## src/hsd_pkg.sv

```systemverilog
// ----------------------------------------------------------------------------
// hsd_pkg
// Shared types and constants for the hall sector decoder.
// ----------------------------------------------------------------------------
package hsd_pkg;

    localparam int unsigned SECTORS      = 6;
    localparam int unsigned WRAP_STEPS   = 3;
    localparam int unsigned CFG_INDEX_W  = 1;
    localparam int unsigned CFG_DATA_W   = 32;

    localparam logic [2:0]  SECTOR_UNKNOWN    = 3'd7;
    localparam logic [31:0] SECTOR_TABLE_INIT = 32'hF312_540F;

    localparam logic [CFG_INDEX_W-1:0] REG_PHASE_OFFSET = 1'd0;
    localparam logic [CFG_INDEX_W-1:0] REG_SECTOR_TABLE = 1'd1;

    typedef struct packed {
        logic [2:0]         sector;
        logic               rotating_ccw;
        logic signed [31:0] rotations;
        logic [31:0]        edge_period;
        logic [31:0]        edge_count;
        logic               sector_changed;
    } result_t;

endpackage

```

## src/hsd_cfg.sv

```systemverilog
// ----------------------------------------------------------------------------
// hsd_cfg
// Configuration registers: sector offset and hall code to sector table.
// ----------------------------------------------------------------------------
module hsd_cfg (
    input  logic                             aclk,
    input  logic                             aresetn,
    input  logic                             cfg_we,
    input  logic [hsd_pkg::CFG_INDEX_W-1:0]  cfg_index,
    input  logic [hsd_pkg::CFG_DATA_W-1:0]   cfg_data,
    output logic [2:0]                       phase_offset,
    output logic [31:0]                      sector_table
);

    logic [2:0]  offset_reg;
    logic [31:0] table_reg;

    always_ff @(posedge aclk) begin
        if (!aresetn) begin
            offset_reg <= 3'd0;
            table_reg  <= hsd_pkg::SECTOR_TABLE_INIT;
        end else if (cfg_we) begin
            case (cfg_index)
                hsd_pkg::REG_PHASE_OFFSET: offset_reg <= cfg_data[2:0];
                hsd_pkg::REG_SECTOR_TABLE: table_reg  <= cfg_data[31:0];
                default: ;
            endcase
        end
    end

    assign phase_offset = offset_reg;
    assign sector_table = table_reg;

endmodule

```

## src/hsd_core.sv

```systemverilog
// ----------------------------------------------------------------------------
// hsd_core
// Decoder state and its combinational update for one hall sample, registered on step.
// ----------------------------------------------------------------------------
module hsd_core (
    input  logic             aclk,
    input  logic             aresetn,
    input  logic             step,
    input  logic [2:0]       hall_code,
    input  logic [31:0]      time_us,
    input  logic [2:0]       phase_offset,
    input  logic [31:0]      sector_table,
    output hsd_pkg::result_t result
);

    // last code: valid flag replaces the "none seen" encoding
    logic        code_seen_reg, code_seen_next;
    logic [2:0]  last_code_reg, last_code_next;
    logic        known_reg, known_next;
    logic [2:0]  sector_reg, sector_next;
    logic        dir_reg, dir_next;
    logic        prev_dir_reg, prev_dir_next;
    logic [31:0] rot_reg, rot_next;
    logic [31:0] edge_time_reg, edge_time_next;
    logic [31:0] period_reg, period_next;
    logic [31:0] edges_reg, edges_next;

    logic        changed;
    logic [3:0]  base;
    logic [3:0]  sum;
    logic [2:0]  ns;
    logic signed [3:0] dif;

    always_comb begin
        base = sector_table[{hall_code, 2'b00} +: 4];
        sum  = base + {1'b0, phase_offset};
        if (sum >= 4'(2 * hsd_pkg::SECTORS)) begin
            ns = 3'(sum - 4'(2 * hsd_pkg::SECTORS));
        end else if (sum >= 4'(hsd_pkg::SECTORS)) begin
            ns = 3'(sum - 4'(hsd_pkg::SECTORS));
        end else begin
            ns = sum[2:0];
        end
        dif = $signed({1'b0, ns}) - $signed({1'b0, sector_reg});

        code_seen_next = code_seen_reg;
        last_code_next = last_code_reg;
        known_next     = known_reg;
        sector_next    = sector_reg;
        dir_next       = dir_reg;
        prev_dir_next  = prev_dir_reg;
        rot_next       = rot_reg;
        edge_time_next = edge_time_reg;
        period_next    = period_reg;
        edges_next     = edges_reg;
        changed        = 1'b0;

        if (!code_seen_reg || hall_code != last_code_reg) begin
            code_seen_next = 1'b1;
            last_code_next = hall_code;
            edge_time_next = time_us;
            edges_next     = edges_reg + 32'd1;
            if (base >= 4'(hsd_pkg::SECTORS)) begin
                known_next = 1'b0;
            end else begin
                if (known_reg) begin
                    if (dif > 4'sd3) begin
                        dir_next = 1'b1;
                        rot_next = rot_reg - 32'd1;
                    end else if (dif < -4'sd3) begin
                        dir_next = 1'b0;
                        rot_next = rot_reg + 32'd1;
                    end else begin
                        dir_next = (ns > sector_reg) ? 1'b0 : 1'b1;
                    end
                end
                known_next    = 1'b1;
                sector_next   = ns;
                period_next   = (dir_next == prev_dir_reg) ? time_us - edge_time_reg : 32'd0;
                prev_dir_next = dir_next;
                changed       = 1'b1;
            end
        end

        result.sector         = known_next ? sector_next : hsd_pkg::SECTOR_UNKNOWN;
        result.rotating_ccw   = dir_next;
        result.rotations      = $signed(rot_next);
        result.edge_period    = period_next;
        result.edge_count     = edges_next;
        result.sector_changed = changed;
    end

    always_ff @(posedge aclk) begin
        if (!aresetn) begin
            code_seen_reg <= 1'b0;
            last_code_reg <= 3'd0;
            known_reg     <= 1'b0;
            sector_reg    <= 3'd0;
            dir_reg       <= 1'b0;
            prev_dir_reg  <= 1'b0;
            rot_reg       <= 32'd0;
            edge_time_reg <= 32'd0;
            period_reg    <= 32'd0;
            edges_reg     <= 32'd0;
        end else if (step) begin
            code_seen_reg <= code_seen_next;
            last_code_reg <= last_code_next;
            known_reg     <= known_next;
            sector_reg    <= sector_next;
            dir_reg       <= dir_next;
            prev_dir_reg  <= prev_dir_next;
            rot_reg       <= rot_next;
            edge_time_reg <= edge_time_next;
            period_reg    <= period_next;
            edges_reg     <= edges_next;
        end
    end

endmodule

```

## src/hall_sector_decoder.sv

```systemverilog
// ----------------------------------------------------------------------------
// hall_sector_decoder
// Three-phase hall sensor decoder: sector, direction, rotations, edge period.
// ----------------------------------------------------------------------------
// Registers: the input register takes a transaction, the result register its result.
// Throughput: one transaction per cycle while m_ready is high; the state update
// is a loop in hsd_core between the input and result registers.
// Reset (aresetn low, synchronous): pipeline empty, sector unknown, counters
// zero, sector table 0xF312540F, offset 0.
module hall_sector_decoder (
    input  logic                             aclk,
    input  logic                             aresetn,

    input  logic                             cfg_we,
    input  logic [hsd_pkg::CFG_INDEX_W-1:0]  cfg_index,
    input  logic [hsd_pkg::CFG_DATA_W-1:0]   cfg_data,

    input  logic                             s_valid,
    output logic                             s_ready,
    input  logic                             s_hall_a,
    input  logic                             s_hall_b,
    input  logic                             s_hall_c,
    input  logic [31:0]                      s_time_us,

    output logic                             m_valid,
    input  logic                             m_ready,
    output logic [2:0]                       m_sector,
    output logic                             m_rotating_ccw,
    output logic signed [31:0]               m_rotations,
    output logic [31:0]                      m_edge_period,
    output logic [31:0]                      m_edge_count,
    output logic                             m_sector_changed
);

    logic             in_valid_reg, in_valid_next;
    logic [2:0]       code_reg;
    logic [31:0]      time_reg;
    logic             out_valid_reg, out_valid_next;
    hsd_pkg::result_t result_reg;
    hsd_pkg::result_t result;
    logic             advance;
    logic [2:0]       phase_offset;
    logic [31:0]      sector_table;

    hsd_cfg u_cfg (
        .aclk          (aclk),
        .aresetn       (aresetn),
        .cfg_we        (cfg_we),
        .cfg_index     (cfg_index),
        .cfg_data      (cfg_data),
        .phase_offset  (phase_offset),
        .sector_table  (sector_table)
    );

    hsd_core u_core (
        .aclk          (aclk),
        .aresetn       (aresetn),
        .step          (advance),
        .hall_code     (code_reg),
        .time_us       (time_reg),
        .phase_offset  (phase_offset),
        .sector_table  (sector_table),
        .result        (result)
    );

    assign advance = in_valid_reg && (!out_valid_reg || m_ready);
    assign s_ready = !in_valid_reg || advance;

    always_comb begin
        in_valid_next = in_valid_reg;
        if (s_valid && s_ready) begin
            in_valid_next = 1'b1;
        end else if (advance) begin
            in_valid_next = 1'b0;
        end
        out_valid_next = out_valid_reg;
        if (advance) begin
            out_valid_next = 1'b1;
        end else if (m_ready) begin
            out_valid_next = 1'b0;
        end
    end

    always_ff @(posedge aclk) begin
        if (!aresetn) begin
            in_valid_reg  <= 1'b0;
            out_valid_reg <= 1'b0;
        end else begin
            in_valid_reg  <= in_valid_next;
            out_valid_reg <= out_valid_next;
        end
    end

    always_ff @(posedge aclk) begin
        if (s_valid && s_ready) begin
            code_reg <= {s_hall_a, s_hall_b, s_hall_c};
            time_reg <= s_time_us;
        end
        if (advance) begin
            result_reg <= result;
        end
    end

    assign m_valid          = out_valid_reg;
    assign m_sector         = result_reg.sector;
    assign m_rotating_ccw   = result_reg.rotating_ccw;
    assign m_rotations      = result_reg.rotations;
    assign m_edge_period    = result_reg.edge_period;
    assign m_edge_count     = result_reg.edge_count;
    assign m_sector_changed = result_reg.sector_changed;

endmodule
```

## config.mk

```make
export PLATFORM = sky130hd
export DESIGN_NAME = hall_sector_decoder
export DESIGN_NICKNAME = d
export VERILOG_FILES = /design/src/hsd_pkg.sv /design/src/hsd_cfg.sv /design/src/hsd_core.sv /design/src/hall_sector_decoder.sv
export SDC_FILE = /design/constraint.sdc
export NUM_CORES = 1
export LEC_CHECK = 0
export BUFFER_PORTS_ARGS = -buffer_cell sky130_fd_sc_hd__buf_4
export CAP_MARGIN = 20
export CORE_MARGIN = 1.5
export CORE_UTILIZATION = 35
export DETAILED_ROUTE_END_ITERATION = 10
export GPL_ROUTABILITY_DRIVEN = 1
export HOLD_SLACK_MARGIN = 0.12
export PLACE_DENSITY = 0.52
export SYNTH_ARGS = -nofsm -noshare
export SYNTH_HDL_FRONTEND = slang
export SYNTH_HIERARCHICAL = 1
export SYNTH_SLANG_ARGS = --single-unit
```

## constraint.sdc

```tcl
create_clock -name aclk -period 15.65 [get_ports aclk]
set_clock_uncertainty 0.15 [all_clocks]
set_input_delay 3.13 -clock aclk [delete_from_list [all_inputs] [get_ports aclk]]
set_output_delay 3.13 -clock aclk [all_outputs]
set_load 0.1 [all_outputs]
```

---- Yosys cells after proc, flatten, opt, wreduce, memory -nomap -nowiden ----
Index checks and enable logic that the tools add are counted.
word-level totals
  output and inout port bits .............. 103
  bits in registers ....................... 311
  bits of input ports ..................... 73
  word-level logic and storage cells ...... 82
cells by class
  reduce and logical (&&, ||, !) cells .... 14
  shifts and indexed selects .............. 1
  equal/unequal tests ..................... 2
  mux-type cells .......................... 27
  bitwise logic cells ..................... 2
  add/subtract/negate cells ............... 8
  $lt $le $gt $ge ......................... 6
operators by type and width
  kind                     count
  $mux W32                 9
  $add A32 B1 Y32 const B  2
  $shiftx A32 B6 Y4        1
  $sub A32 B1 Y32 const B  1
  $sub A32 B32 Y32         1
  $mux W1                  14
  $mux W3                  4
  $ge A4 B3 Y1 const B     2
  $reduce_and A2 Y1        3
  $sub A3 B3 Y3 const B    2
  $add A4 B3 Y4            1
  $ge A4 B4 Y1 const B     1
  $gt A4 B3 Y1 const B     1
  $lt A4 B3 Y1 const B     1
  $reduce_bool A2 Y1       2
  $sub A3 B3 Y4            1
  $gt A3 B3 Y1             1
  $logic_not A1 Y1         3
  $logic_or A1 B1 Y1       3
  $ne A3 B3 Y1             1
  $reduce_and A3 Y1        1
  $logic_and A1 B1 Y1      2
  $not A1 Y1               2
  $eq A1 B1 Y1             1

---- Depth between registers and ports, before layout ----
  depth after elaboration ................. 16
  depth in mapped cells ................... 25
  gate-level depth less buffers ........... 21

---- By module ----
The synthesis kept the hierarchy.
by module, submodules not included
  module               area each (um^2)  cells each  seq. area each (um^2)  instances
  hsd_core             10,296.1          1,328       2,762.6                1
  hall_sector_decoder  4,187.8           145         4,124.0                1
  hsd_cfg              1,512.7           160         700.7                  1

---- Worst setup path after synthesis ----
OpenSTA, ideal clock, no wires.
  path kind ............................... in2reg
  start point ............................. input port m_ready
  end point ............................... register u_core.period_reg[27]
  data arrival time ....................... 9.421 ns
  buffers on the path ..................... 2
  data required time ...................... 15.438 ns
  setup time .............................. 0.062 ns
  path slack .............................. 6.017 ns
  stages on the path ...................... 10
  cell sequence ........................... nor2b_4 > nor2b_1 > clkbuf_1 > inv_1 > nor2_1 > and2_1 > clkbuf_1 > nand3_1 > a211o_1 > nand3_1
on the way
  word-level cells in the longest chain between the ends .. 2
RTL lines
  element               line                       RTL
  start, declared       hall_sector_decoder.sv:26  input logic m_ready,
  $logic_or A1 B1 Y1    hall_sector_decoder.sv:66  assign advance = in_valid_reg && (!out_valid_reg || m_ready);
  $logic_and A1 B1 Y1   hall_sector_decoder.sv:66
  net advance           hall_sector_decoder.sv:41  logic advance;
  end signal, assigned  hsd_core.sv:114            period_reg <= period_next;
  end, declared         hsd_core.sv:25             logic [31:0] period_reg, period_next;
The timed path passes the listed nets, and every way through them passes these cells.
A chain may end at the register's enable or synchronous reset.

---- Final worst setup path ----
  start point ............................. register code_reg[0]
  end point ............................... register u_core.period_reg[28]
on the way
  word-level cells in the longest chain between the ends .. 16
  elaborated cells on any way between the ends .. 25
  classes of those cells .................. 4 x add/sub; 6 x order compare; 2 x eq/ne; 1 x shift; 11 x mux; 1 x reduce/logical
RTL lines
  element                                               line                            RTL
  start, declared                                       hall_sector_decoder.sv:36       logic [2:0] code_reg;
  start signal, assigned                                hall_sector_decoder.sv:96       code_reg <= {s_hall_a, s_hall_b, s_hall_c};
  $shiftx A32 B6 Y4                                     hsd_core.sv:35                  base = sector_table[{hall_code, 2'b00} +: 4];
  $add A4 B3 Y4                                         hsd_core.sv:36                  sum = base + {1'b0, phase_offset};
  $ge A4 B3 Y1 / $sub A3 B3 Y3 (equally long branches)  hsd_core.sv:39, hsd_core.sv:40
  $mux W3                                               hsd_core.sv:39                  end else if (sum >= 4'(hsd_pkg::SECTORS)) begin
  $mux W3                                               hsd_core.sv:37                  if (sum >= 4'(2 * hsd_pkg::SECTORS)) begin
  $sub A3 B3 Y4 / $gt A3 B3 Y1 (equally long branches)  hsd_core.sv:44, hsd_core.sv:74
  $lt A4 B3 Y1 / $mux W1 (equally long branches)        hsd_core.sv:70, hsd_core.sv:74
  $mux W1                                               hsd_core.sv:70                  end else if (dif < -4'sd3) begin
  $mux W1                                               hsd_core.sv:67                  if (dif > 4'sd3) begin
  $mux W1                                               hsd_core.sv:66                  if (known_reg) begin
  $mux W1                                               hsd_core.sv:63                  if (base >= 4'(hsd_pkg::SECTORS)) begin
  $mux W1                                               hsd_core.sv:58                  if (!code_seen_reg || hall_code != last_code_reg) begin
  $eq A1 B1 Y1                                          hsd_core.sv:79                  period_next = (dir_next == prev_dir_reg) ? time_us - edge_time_reg : 32'd0;
  $mux W32                                              hsd_core.sv:79
  $mux W32                                              hsd_core.sv:63
  $mux W32 *                                            hsd_core.sv:58
Every way passes the cells marked *; elsewhere a longest branch is shown, timed or not. The select of a mux whose other input is x is not followed.

==> flow_summary.toml <==
[floorplanning]
io_pins = 176
rows = 78
coreArea_mm2 = 0.0453
die_x_um = 217
die_area_mm2 = 0.0470
die_h_um = 217
start_util_pct = 35.3

[routing]
drt_iter0_drc = 750
drcViolationCount = 0
vias = 12000
post_drt_wl_per_cell_um = 16.5
wl_met3_mm = 1.63
firstDrtPassIters = 6
wl_mm = 39.3
detail_route.wirelength.met1_mm = 18.2
highest_layer = "met4"
dr_wl_met2_mm = 18.3
via_per_inst = 5.03
antenna_left = 0

[sta]
rsz0062_at_grt = "false"
setup_tns_ps = 0
fmax_ghz = 0.134
min_period_ps = 7440
setup_viol = 0
hold_viol_final = 0
slew_headroom_pct = 30.9
worst_pin_slew_ps = 1040
maxSlewViolCount = 0
min_period_over_period_pct = 47.5

[critical_path]
worst-path-max-fanout = 28
crit_required_ps = 15950
r2r_cells = 21
reg2reg_to = "u_core/period_reg[28]"
startpoint_type = "flop"
crit_type = "reg -> reg"
worstPathArrival_ps = 7740
rr_startpoint = "code_reg[0]"
end_kind = "flop"
worst-r2r-setup-slack_ps = 8210

[synth]
syn_nets = 1751
synth_edf_count = 136
synthFlopType = "dfxtp_1"
synth_compound_area_share_pct = 15.2
synth_top_family_by_area = "simple AND/OR/NAND/NOR gates"
synth-async-reset-ratio_pct = 0
syn_avg_cell_area_um2 = 9.80
synth-xor-area-share_pct = 7.72
yosys.area_share.simple_pct = 18.6
yosys.area_share.adder_pct = 3.71
synthTopCellsByArea = "edfxtp_1, dfxtp_1, nand2_1"
ys_seq_area_share_pct = 47.4
synth_cell_types = 100
yosysTopAreaCell = "edfxtp_1"
yosysTopAreaCellShare_pct = 25.5
yosysWarnings = 6
syn_inst = 1633
ys_ff_latch = 311
muxShareOfSynthArea_pct = 2.10
netlist_area_mm2 = 0.0160

[grt]
grt-ovfl-total = 0
grt_pass1_wl_mm = 61.8
grt_pass1_vias = 11300
grt_max_degree = 129
grt_use_total_pct = 16.5
antenna_found_initial = 0

[clock_network]
worst_skew_pair.late_latency_ps = 560
cts-resized-gates = 0
cts_sinks = 311
cts-buffers-inserted = 38
cts_htree_levels = 2
cts_tree = "yes"
clock_tree.root_cell = "clkbuf_16"
clock_path_buffers = 3
cts_setup_buffers = 0
hold_buffers = 0
clk_pin_slew_ps = 50

[hold_path]
worstHoldPathType = "reg -> reg"
hold-path-cell-count = 2
whs_endpoint = "u_core/edge_time_reg[17]"
hold_start = "u_core/edge_time_reg[17]"

[final_layout]
final_cell_mix = "nand2_1, buf_4, dfxtp_1, edfxtp_1, nor2_1"
final_common_cell = "nand2_1"
layout-drive-gt1-share_pct = 20.0
nFillCells = 4509
diodes = 0
fin_nets = 1867
area_growth_pct = 18.1
fin_util_pct = 41.7

[place]
gp_congestion = 0.855
dp_hpwl_mm = 27.2
io_buffers = 175

[pwr]
powerDensity_mw_per_mm2 = 126
power.leakage_nw = 7.31
power_mw = 2.39
ir_drop_uv = 74.5

[status]
status = "complete, no violations"

[flow_run]
maxCapViolations = 0
-- how the worst max path moves through the flow --
stage,startpoint,end,slack (ps),cells past startpoint
global route,code_reg[0],u_core/period_reg[28],7550,21
finish,code_reg[0],u_core/period_reg[28],8210,21
CTS,code_reg[0],u_core/period_reg[28],8180,21
global placement,code_reg[0],u_core/period_reg[16],8420,21
detailed placement,code_reg[0],u_core/period_reg[28],8220,21
floorplan,m_ready,u_core/period_reg[27],6020,10
-- cell type report --
| class | instances | area, um2 | share of cell area (%) |
|---|---|---|---|
| flip-flops and latches | 311 | 7590 | 40.2 |
| repair buffers | 185 | 1400 | 7.42 |
| clock buffers | 54 | 1050 | 5.57 |
| clock inverters | 16 | 199 | 1.05 |
| well taps | 600 | 751 | 3.98 |
| inverters | 78 | 294 | 1.56 |
| multi-input cells | 1135 | 7600 | 40.3 |
-- through the flow --
stage | hold slack [ps] | cell area, um2 | cells | setup WS (ps)
final | 303 | 18900 | 2379 | 8210
after global routing | 318 | 18900 | 2379 | 7550
after CTS | 302 | 18900 | 2379 | 8180
after detailed placement | 289 | 17600 | 2309 | 8220
after global placement | 285 | 17600 | 2309 | 8420
after floorplan | 275 | 16000 | 1633 | 6020
-- critical path: stages (launching register included) --
cell,delay (ps)
edfxtp_1,710
mux4_2,570
mux2_2,280
ha_1,210
fa_1,380
xnor2_1,410
inv_1,100
ha_1,190
nand2_1,110
nand3_1,80
o21ai_0,90
nand2_1,70
o21ai_0,210
ha_1,340
nor2b_1,140
o21a_1,330
o21ai_4,740
a311oi_1,340
o21ai_0,470
and2_1,880
nor2_1,230
a22o_1,300
-- Yosys cell counts, types with 6 or more instances --
| library cell | instances |
|---|---|
| xor2_1 | 82 |
| nand2b_1 | 7 |
| mux4_2 | 8 |
| o31ai_1 | 21 |
| and4_1 | 9 |
| nand4_1 | 47 |
| nand3_1 | 79 |
| a21o_1 | 13 |
| a22o_1 | 10 |
| dfxtp_1 | 175 |
| mux2i_1 | 11 |
| o21a_1 | 10 |
| and2_1 | 16 |
| and3_1 | 18 |
| o21ba_2 | 8 |
| buf_6 | 11 |
| o211a_1 | 12 |
| or3_1 | 13 |
| nor3_1 | 20 |
| inv_1 | 77 |
| a21oi_1 | 84 |
| or2_2 | 14 |
| nand2_1 | 238 |
| nor2b_1 | 6 |
| edfxtp_1 | 136 |
| o21ai_0 | 51 |
| ha_1 | 41 |
| buf_2 | 18 |
| o211ai_2 | 15 |
| clkbuf_1 | 69 |
| o21ai_2 | 16 |
| buf_4 | 6 |
| nor2_1 | 102 |
| xnor2_1 | 59 |
-- kinds of logic (layout without fill, tap and decap cells) --
logic type / after synthesis / count (layout)
AO/OA/AOI/OAI: 321 / 321
XOR/XNOR: 141 / 141
adder cells (fa/ha/maj): 45 / 45
buffers and inverters: 187 / 333
flip-flops: 311 / 311
multiplexers: 23 / 23
AND/OR/NAND/NOR: 605 / 605
-- power by group --
part / total, mW / internal [mW] / switching (mW)
Clock: 0.882 / 0.536 / 0.346
Combinational: 0.579 / 0.173 / 0.406
Sequential: 0.927 / 0.900 / 0.0265
Total: 2.39 / 1.61 / 0.778
-- per-layer routing --
metal | up-vias | global-route usage, %
met2 | 241 | 26.9
met5 | - | 0
met4 | 0 | 6.20
li1 | 6022 | -
met1 | 5638 | 21.8
met3 | 68 | 2.64
Note: power is estimated with default switching activity, not from simulation.
